`src/hw/rtl/egcd_pkg.sv`:
```
// Shared types and constants for the extended GCD block.
// No dependencies; imported by egcd_ctrl, egcd_dp and extended_gcd_bezout.
package egcd_pkg;

    localparam int A_W      = 32;
    localparam int GCD_W    = 32;
    localparam int COEF_W   = 33;
    localparam int IN_TW    = 64;
    localparam int OUT_TW   = 104;
    localparam int OUT_USED = GCD_W + 2 * COEF_W;

    typedef struct packed {
        logic load;
        logic div_init;
        logic div_step;
        logic update;
        logic out_load;
    } egcd_cmd_t;

    typedef struct packed {
        logic r1_zero;
    } egcd_stat_t;

endpackage

```
`src/hw/rtl/egcd_dp.sv`:
```
// Datapath: remainder and coefficient rows, restoring divider, output register.
// Depends on egcd_pkg; driven by egcd_ctrl commands.
module egcd_dp
    import egcd_pkg::*;
#(
    parameter int DATA_W = 32
) (
    input  logic              clk,
    input  egcd_cmd_t         cmd,
    output egcd_stat_t        stat,
    input  logic [A_W-1:0]    a_value,
    input  logic [A_W-1:0]    b_value,
    output logic [GCD_W-1:0]  gcd_value,
    output logic [COEF_W-1:0] coef_x,
    output logic [COEF_W-1:0] coef_y
);

    logic [DATA_W-1:0] r0_reg, r1_reg, rem_reg, dvd_reg;
    logic [COEF_W-1:0] x0_reg, x1_reg, y0_reg, y1_reg, accx_reg, accy_reg;
    logic [GCD_W-1:0]  gcd_reg;
    logic [COEF_W-1:0] ox_reg, oy_reg;

    logic [DATA_W:0]   trial;
    logic              ge;
    logic [DATA_W:0]   diff;

    assign trial = {rem_reg, dvd_reg[DATA_W-1]};
    assign diff  = trial - {1'b0, r1_reg};
    assign ge    = (trial >= {1'b0, r1_reg});

    always_ff @(posedge clk)
    begin
        if (cmd.load)
        begin
            r0_reg <= a_value[DATA_W-1:0];
            r1_reg <= b_value[DATA_W-1:0];
            x0_reg <= COEF_W'(1);
            x1_reg <= '0;
            y0_reg <= '0;
            y1_reg <= COEF_W'(1);
        end
        if (cmd.div_init)
        begin
            rem_reg  <= '0;
            dvd_reg  <= r0_reg;
            accx_reg <= '0;
            accy_reg <= '0;
        end
        if (cmd.div_step)
        begin
            rem_reg  <= ge ? diff[DATA_W-1:0] : trial[DATA_W-1:0];
            dvd_reg  <= {dvd_reg[DATA_W-2:0], ge};
            accx_reg <= {accx_reg[COEF_W-2:0], 1'b0} + (ge ? x1_reg : '0);
            accy_reg <= {accy_reg[COEF_W-2:0], 1'b0} + (ge ? y1_reg : '0);
        end
        if (cmd.update)
        begin
            r0_reg <= r1_reg;
            r1_reg <= rem_reg;
            x0_reg <= x1_reg;
            x1_reg <= x0_reg - accx_reg;
            y0_reg <= y1_reg;
            y1_reg <= y0_reg - accy_reg;
        end
        if (cmd.out_load)
        begin
            gcd_reg <= GCD_W'(r0_reg);
            ox_reg  <= x0_reg;
            oy_reg  <= y0_reg;
        end
    end

    assign stat.r1_zero = (r1_reg == '0);
    assign gcd_value    = gcd_reg;
    assign coef_x       = ox_reg;
    assign coef_y       = oy_reg;

endmodule

```
`src/hw/rtl/egcd_ctrl.sv`:
```
// Controller: sequences Euclid steps, divider bit count and output handshake.
// Depends on egcd_pkg; commands egcd_dp.
module egcd_ctrl
    import egcd_pkg::*;
#(
    parameter int DATA_W = 32
) (
    input  logic       clk,
    input  logic       rst_n,
    input  logic       in_valid,
    output logic       in_ready,
    output logic       out_valid,
    input  logic       out_ready,
    input  egcd_stat_t stat,
    output egcd_cmd_t  cmd
);

    localparam int CW = $clog2(DATA_W);

    typedef enum logic [2:0] {
        ST_IDLE,
        ST_CHECK,
        ST_DIV,
        ST_UPDATE,
        ST_FINISH
    } state_t;

    state_t        state_reg, state_next;
    logic [CW-1:0] cnt_reg, cnt_next;
    logic          out_valid_reg, out_valid_next;

    always_comb
    begin
        state_next     = state_reg;
        cnt_next       = cnt_reg;
        out_valid_next = out_valid_reg & ~out_ready;
        cmd            = '0;
        in_ready       = 1'b0;
        unique case (state_reg)
            ST_IDLE:
            begin
                in_ready = 1'b1;
                if (in_valid)
                begin
                    cmd.load   = 1'b1;
                    state_next = ST_CHECK;
                end
            end
            ST_CHECK:
            begin
                if (stat.r1_zero)
                begin
                    state_next = ST_FINISH;
                end
                else
                begin
                    cmd.div_init = 1'b1;
                    cnt_next     = CW'(DATA_W - 1);
                    state_next   = ST_DIV;
                end
            end
            ST_DIV:
            begin
                cmd.div_step = 1'b1;
                if (cnt_reg == '0)
                begin
                    state_next = ST_UPDATE;
                end
                else
                begin
                    cnt_next = cnt_reg - CW'(1);
                end
            end
            ST_UPDATE:
            begin
                cmd.update = 1'b1;
                state_next = ST_CHECK;
            end
            ST_FINISH:
            begin
                if (!out_valid_reg || out_ready)
                begin
                    cmd.out_load   = 1'b1;
                    out_valid_next = 1'b1;
                    state_next     = ST_IDLE;
                end
            end
            default:
            begin
                state_next = ST_IDLE;
            end
        endcase
    end

    always_ff @(posedge clk or negedge rst_n)
    begin
        if (!rst_n)
        begin
            state_reg     <= ST_IDLE;
            cnt_reg       <= '0;
            out_valid_reg <= 1'b0;
        end
        else
        begin
            state_reg     <= state_next;
            cnt_reg       <= cnt_next;
            out_valid_reg <= out_valid_next;
        end
    end

    assign out_valid = out_valid_reg;

endmodule

```
`src/hw/rtl/extended_gcd_bezout.sv`:
```
// Top level: extended Euclidean GCD with Bezout coefficients.
// Depends on egcd_pkg, egcd_ctrl and egcd_dp.
//
// Channel  Direction  Width  Contents (low bit up)
// s_axis   in         64     a_value[31:0], b_value[31:0]
// m_axis   out        104    gcd_value[31:0], coef_x[32:0], coef_y[32:0], zero pad
//
// Each Euclid step is one check, the bit-serial restoring divider with shift-add
// coefficient products over W quotient bits (W = min(OPERAND_WIDTH, 32)), and
// one row update. One item is in flight; a finished result waits in the output
// register while the next item is taken. Reset clears control only.
module extended_gcd_bezout
    import egcd_pkg::*;
#(
    parameter int OPERAND_WIDTH = 32
) (
    input  logic              clk,
    input  logic              rst_n,
    input  logic              s_axis_tvalid,
    output logic              s_axis_tready,
    input  logic [IN_TW-1:0]  s_axis_tdata,   // a_value, b_value
    output logic              m_axis_tvalid,
    input  logic              m_axis_tready,
    output logic [OUT_TW-1:0] m_axis_tdata    // gcd_value, coef_x, coef_y, pad
);

    localparam int DATA_W = (OPERAND_WIDTH < A_W) ? OPERAND_WIDTH : A_W;

    egcd_cmd_t         cmd;
    egcd_stat_t        stat;
    logic [GCD_W-1:0]  gcd_value;
    logic [COEF_W-1:0] coef_x, coef_y;

    egcd_ctrl #(.DATA_W(DATA_W)) u_ctrl (
        .clk       (clk),
        .rst_n     (rst_n),
        .in_valid  (s_axis_tvalid),
        .in_ready  (s_axis_tready),
        .out_valid (m_axis_tvalid),
        .out_ready (m_axis_tready),
        .stat      (stat),
        .cmd       (cmd)
    );

    egcd_dp #(.DATA_W(DATA_W)) u_dp (
        .clk       (clk),
        .cmd       (cmd),
        .stat      (stat),
        .a_value   (s_axis_tdata[A_W-1:0]),
        .b_value   (s_axis_tdata[2*A_W-1:A_W]),
        .gcd_value (gcd_value),
        .coef_x    (coef_x),
        .coef_y    (coef_y)
    );

    assign m_axis_tdata = {{(OUT_TW - OUT_USED){1'b0}}, coef_y, coef_x, gcd_value};

endmodule

```
`config.mk`:
```
export PLATFORM = sky130hd
export DESIGN_NAME = extended_gcd_bezout
export DESIGN_NICKNAME = d
export VERILOG_FILES = /design/src/hw/rtl/egcd_pkg.sv /design/src/hw/rtl/egcd_dp.sv /design/src/hw/rtl/egcd_ctrl.sv /design/src/hw/rtl/extended_gcd_bezout.sv
export SDC_FILE = /design/constraint.sdc
export NUM_CORES = 1
export LEC_CHECK = 0
export BUFFER_PORTS_ARGS = -buffer_cell sky130_fd_sc_hd__buf_4
export CORE_ASPECT_RATIO = 1.2
export CORE_MARGIN = 2
export CORE_UTILIZATION = 35
export CTS_BUF_LIST = sky130_fd_sc_hd__clkbuf_8
export CTS_CLUSTER_DIAMETER = 100
export CTS_CLUSTER_SIZE = 25
export DETAILED_ROUTE_END_ITERATION = 7
export PLACE_DENSITY = 0.6
export SLEW_MARGIN = 10
export SYNTH_ARGS = -nofsm -noshare
export SYNTH_HDL_FRONTEND = slang
export SYNTH_SLANG_ARGS = --single-unit
```
`constraint.sdc`:
```
create_clock -name clk -period 9 [get_ports clk]
set_input_delay 0.45 -clock clk [delete_from_list [all_inputs] [get_ports clk]]
set_output_delay 0.45 -clock clk [all_outputs]
set_load 0.02 [all_outputs]
```
* After elaboration in Yosys (flattened, before gate mapping)
Cells that the tools add are included.
** Cells by class
- Bitwise operators :: 2
- Equal/unequal tests :: 9
- $add $sub $neg :: 6
- Mux-type cells :: 39
- Reductions and logical operators :: 10
- Order comparisons :: 1
** Operator list (number)
- $mux W33 :: 11
- $mux W32 :: 9
- $add A33 B33 Y33 :: 2
- $sub A33 B33 Y33 :: 2
- $ge A33 B32 Y1 :: 1
- $logic_not A32 Y1 :: 1
- $sub A32 B32 Y32 :: 1
- $pmux W3 S5 :: 1
- $mux W3 :: 4
- $mux W1 :: 11
- $mux W5 :: 2
- $pmux W5 S2 :: 1
- $eq A3 B2 Y1 const B :: 2
- $ne A2 B2 Y1 const B :: 3
- $reduce_and A3 Y1 :: 2
- $reduce_bool A2 Y1 :: 3
- $logic_not A5 Y1 :: 1
- $sub A5 B1 Y5 const B :: 1
- $ne A2 B1 Y1 const B :: 2
- $eq A3 B1 Y1 const B :: 1
- $eq A3 B3 Y1 const B :: 1
- $logic_not A3 Y1 :: 1
- $and A1 B1 Y1 :: 1
- $logic_not A1 Y1 :: 1
- other kinds (2) :: 2
** Word-level totals
- Bits of input ports :: 68
- Logic and storage cells :: 83
- Register bits :: 433

* Longest topological paths before layout
- Word-level depth :: 5
- Mapped depth :: 23

* Modules after synthesis
Synthesis repeated with hierarchy kept, for this count alone.
** Unflattened totals
- Cell total of the unflattened synthesis :: 2175
- Area total of the unflattened synthesis :: 24531.0 µm²
** By module, submodules not included
- egcd_dp :: instances 1, area each 23981.8 µm², cells an instance 2122, sequential area each 12732.2 µm²
- egcd_ctrl :: instances 1, area each 500.5 µm², cells an instance 46, sequential area each 225.2 µm²
- extended_gcd_bezout :: instances 1, area each 48.8 µm², cells an instance 7, sequential area each 0.0 µm²

* Worst setup path before layout
No wires, ideal clock.
- Path type :: register to register
- From :: reg u_ctrl.state_reg[1]
- To :: reg u_dp.ox_reg[0], in the netlist u_dp.coef_x[0], enable pin
- Data arrival time :: 5.634 ns
- Path slack :: 2.778 ns
- Data required time :: 8.412 ns
- Stages on the path, launching flop included :: 6
- Cells stage by stage :: dfrtp_1 -> clkbuf_1 -> clkbuf_1 -> nor2_1 -> nand2_1 -> a21oi_1
** RTL lines
- start: declaration :: line egcd_ctrl.sv:28 : state_t state_reg, state_next;
- start signal: assignment :: line egcd_ctrl.sv:105 : state_reg <= state_next;
- end signal: assignment :: line egcd_dp.sv:68 : ox_reg <= x0_reg;
- end: declaration :: line egcd_dp.sv:21 : logic [COEF_W-1:0] ox_reg, oy_reg;

* Final worst setup path
- From :: reg u_dp.rem_reg[29]
- To :: reg u_dp.accx_reg[30], data pin
** On the way
- Cells in the longest elaborated chain, start to end :: 4
** RTL lines
- start: declaration :: line egcd_dp.sv:18 : logic [DATA_W-1:0] r0_reg, r1_reg, rem_reg, dvd_reg;
- start signal: assignment :: line egcd_dp.sv:51 : rem_reg <= ge ? diff[DATA_W-1:0] : trial[DATA_W-1:0];
- $ge A33 B32 Y1 :: line egcd_dp.sv:29 : assign ge = (trial >= {1'b0, r1_reg});
- $mux W33 :: line egcd_dp.sv:53 : accx_reg <= {accx_reg[COEF_W-2:0], 1'b0} + (ge ? x1_reg : '0);
- $add A33 B33 Y33 :: line egcd_dp.sv:53
- $mux W33 :: line egcd_dp.sv:49 : if (cmd.div_step)
- end signal: assignment :: line egcd_dp.sv:53
- end: declaration :: line egcd_dp.sv:19 : logic [COEF_W-1:0] x0_reg, x1_reg, y0_reg, y1_reg, accx_reg, accy_reg;
No other way between the ends.
A chain may end at the register's enable or synchronous reset.

==> summary.md <==
| Metric | Value |
|---|---|
| Clock Sinks | 433 |
| Vias in the first global route | ~18000 |
| Worst-path maximum fanout | 41 |
| Rel. slew slack | between 20 and 25% |
| Worst setup SP type | flop |
| Global-route wire length before repair | 98600 um |
| Largest net degree at the start of global routing | ~140 |
| Worst hold path type | input pin to flop |
| Reg2Reg Depth | 17 |
| Clock Tree Buf Depth | 3 |
| Final setup viols | 0 |
| Root Driver | clkbuf_8 |
| DRC violations left | 0 |
| Via density | 5.31 |
| Layout fillers | between 6000 and 7000 |
| Layout cell share with drive strength beyond 1 | about a tenth |
| Hold worst-path end | u_dp.r1_reg[6] |
| PortBufs | roughly 170 |
| Final Util | 39.4% |
| R2R Path End | u_dp.accx_reg[30] |
| Die Ht | 294 um |
| Final period util | 68.4% |
| Arr. time, crit path | ~6500 ps |
| CTS tree | done |
| Total wire length | 62900 um |
| Wire per inst | 18.3 um |
| GP Congestion | just under 0.9 |
| Area grow syn2layout | 11.5% |
| Crit Path Class | flop to flop |
| Hold path startpoint | s_axis_tdata[38] |
| Total CTS buffers | 23 |
| H-tree depth | 1 |
| Fmax achieved | between 0.15 and 0.2 GHz |
| Multi-input logic area | ~0.011 mm^2 |
| Placed cell areas | roughly 0.027 mm^2 |
| Final instance area | 0.0274 mm^2 |
| Die area | between 0.07 and 0.08 mm^2 |
| Antenna-violating nets left | 0 |
| RSZ-0062 raised after global routing | false |
| Skew-Pair Late Insertion Delay | between 600 and 700 ps |
| Slew @ Worst Pin | between 1000 and 1500 ps |
| Worst R2R Setup Slack | 2850 ps |
| GRT Total Usage | roughly 17% |
| Congestion Overflow GR | 0 |
| Register Area | ~0.013 mm^2 |
| Final Net Count | 2735 |
| Crit. End Element | flop |
| Core Area | between 0.06 and 0.07 mm^2 |
| CP Cell Sequence | ha_1 -> a21o_1 -> a211o_1 -> a31oi_1 -> a21boi_1 -> nand2_2 -> and2_1 -> ha_1 -> a2111oi_4 -> o21ai_1 -> a311o_1 -> o2111ai_1 -> a31oi_1 -> or4_1 -> o21ai_1 -> xor2_1 -> nor2_1 |
| Drt first pass iters | 8 |
| Synth Cell Area | approximately 0.025 mm^2 |
| Row cnt | around 110 |
| EDFF count, synth | approximately 420 |
| Number of antenna violations at the first check in global routing | 1 |
| Post-synthesis instance total | about 2400 |
| Clk slew on worst S/H paths | 180 ps |
| Synth unique cells | 75 |
| Yosys reg bits | roughly 430 |
| Vias | between 15000 and 20000 |
| Dominant synthesized flop cell | edfxtp_1 |
| Final setup TNS | 0 ps |
| Min cycle time layout | roughly 6200 ps |
| 1st-iter DRT viols | between 1000 and 1500 |
| YS warnings | 0 |
| FFs w/ async S/R, synth | 2.08% |
| Final hold violations | 0 |
| Outcome | complete, no violations |
| Hold path cells | 3 |
| Initial Util | between 30% and 40% |
| Crit path largest cell delay | about 720 ps |
| Final Max Tran Viols | 0 |
| Post-synthesis sequential area ratio | approximately 53% |
| Ports | between 150 and 200 |
| Max Cap Viol | 0 |
| Reg-to-reg startpoint | u_dp.rem_reg[29] |
| Final clock skew | around 43 ps |
| Die W | between 200 and 250 um |
| Average size of a mapped cell | roughly 10 um^2 |
| Slowest CP cell | nand2_2 |
| CP required | approximately 9400 ps |
| HPWL after DPL | about 44000 um |
[per-layer routing]
metal | share of wire, % | vias up | GRT usage, %
li1 | - | 8815 | -
met4 | 2.5 | 0 | 4.80
met2 | 48 | 442 | 29.4
met5 | 0 | - | 0
met3 | 4.4 | 83 | 1.69
met1 | 45 | 8882 | 22.6
[metrics by stage]
| stage | std cells | hold slack [ps] | worst slack, ps |
|---|---|---|---|
| floorplan | 2368 | 154 | 2780 |
| global placement | 3380 | 278 | 3110 |
| detailed placement | 3380 | 282 | 2890 |
| CTS | 3433 | 0.685 | 2850 |
| global route | 3434 | 19.3 | 2340 |
| finish | 3434 | 53.4 | 2850 |
[cells in the final DEF, fill, tap and decap left out, types with 26 or more instances in the layout]
cell      netlist  routed
nor2_1        177     176
a21o_1         62      62
ha_1          160     160
inv_1         124     131
xor2_1         51      51
nor2b_1        26      26
edfxtp_1      424     424
a21oi_1       152     151
buf_4           6     181
nand3_1        46      46
o21a_1         34      34
nand2_1       355     351
xnor2_1        62      62
nor3_1         51      51
and2_1         79      78
o21ai_0       102     102
and3_1         93      93
[cells by family after synthesis]
| group | Yosys count | share of synthesized area (%) |
|---|---|---|
| fa+ha+maj | 165 | 8.54 |
| buf+inv | 212 | 3.37 |
| simple gates | 927 | 17.9 |
| mux | 4 | 0.163 |
| xor+xnor | 113 | 4.02 |
| other cells | 1 | 0.0152 |
| compound gates | 508 | 13.3 |
| flops | 433 | 52.7 |
[synth_stat cells (51+ instances only)]
| cell | n | area [um^2] |
|---|---|---|
| nor3_1 | 51 | 255 |
| edfxtp_1 | 424 | 12700 |
| ha_1 | 160 | 2000 |
| and2_1 | 79 | 494 |
| xnor2_1 | 62 | 543 |
| clkbuf_1 | 76 | 285 |
| a21o_1 | 62 | 465 |
| xor2_1 | 51 | 447 |
| a21oi_1 | 152 | 761 |
| nand2_1 | 355 | 1330 |
| o21ai_0 | 102 | 510 |
| inv_1 | 124 | 465 |
| nor2_1 | 177 | 664 |
| and3_1 | 93 | 582 |
[repair_timing]
item                                   4_1_cts  5_1_grt
hold buffers                                15        0
endpoints found under the hold margin       23        0
buffers inserted                             0        0
gates resized for setup                      0        0
[how the worst max path moves through the flow]
stage                                    to  slack, ps                 from  cells past startpoint
final                     u_dp.accx_reg[30]       2850     u_dp.rem_reg[29]                     17
after global routing      u_dp.accy_reg[32]       2340     u_dp.rem_reg[29]                     17
after CTS                 u_dp.accx_reg[30]       2850     u_dp.rem_reg[29]                     17
after detailed placement  u_dp.accx_reg[30]       2890     u_dp.rem_reg[29]                     17
after global placement    u_dp.accx_reg[31]       3110      u_dp.r1_reg[22]                     19
after floorplan              u_dp.coef_x[0]       2780  u_ctrl.state_reg[1]                      5
[cell type report]
| cell class | instances | area share, % |
|---|---|---|
| sequential | 433 | 47.2 |
| multi-input combinational | 1723 | 39.7 |
| timing repair buffer | 197 | 5.57 |
| tap | 918 | 4.19 |
| inverter | 124 | 1.70 |
| clock buffer | 24 | 1.20 |
| clock inverter | 14 | 0.388 |
| antenna | 1 | 0.00912 |
[worst max-delay path, delay by kind of cell (launching register included)]
family	cells	cell delay (ps)
AOI/OAI and AO/OA	10	2860
xor gates and xnor gates	1	180
adders and majority gates	2	780
DFF	1	450
and+or+nand+nor	4	1600
Power is left out: the tool's default activity adds up to more than one toggle a clock period on the data nets, which glitch-free logic cannot reach.
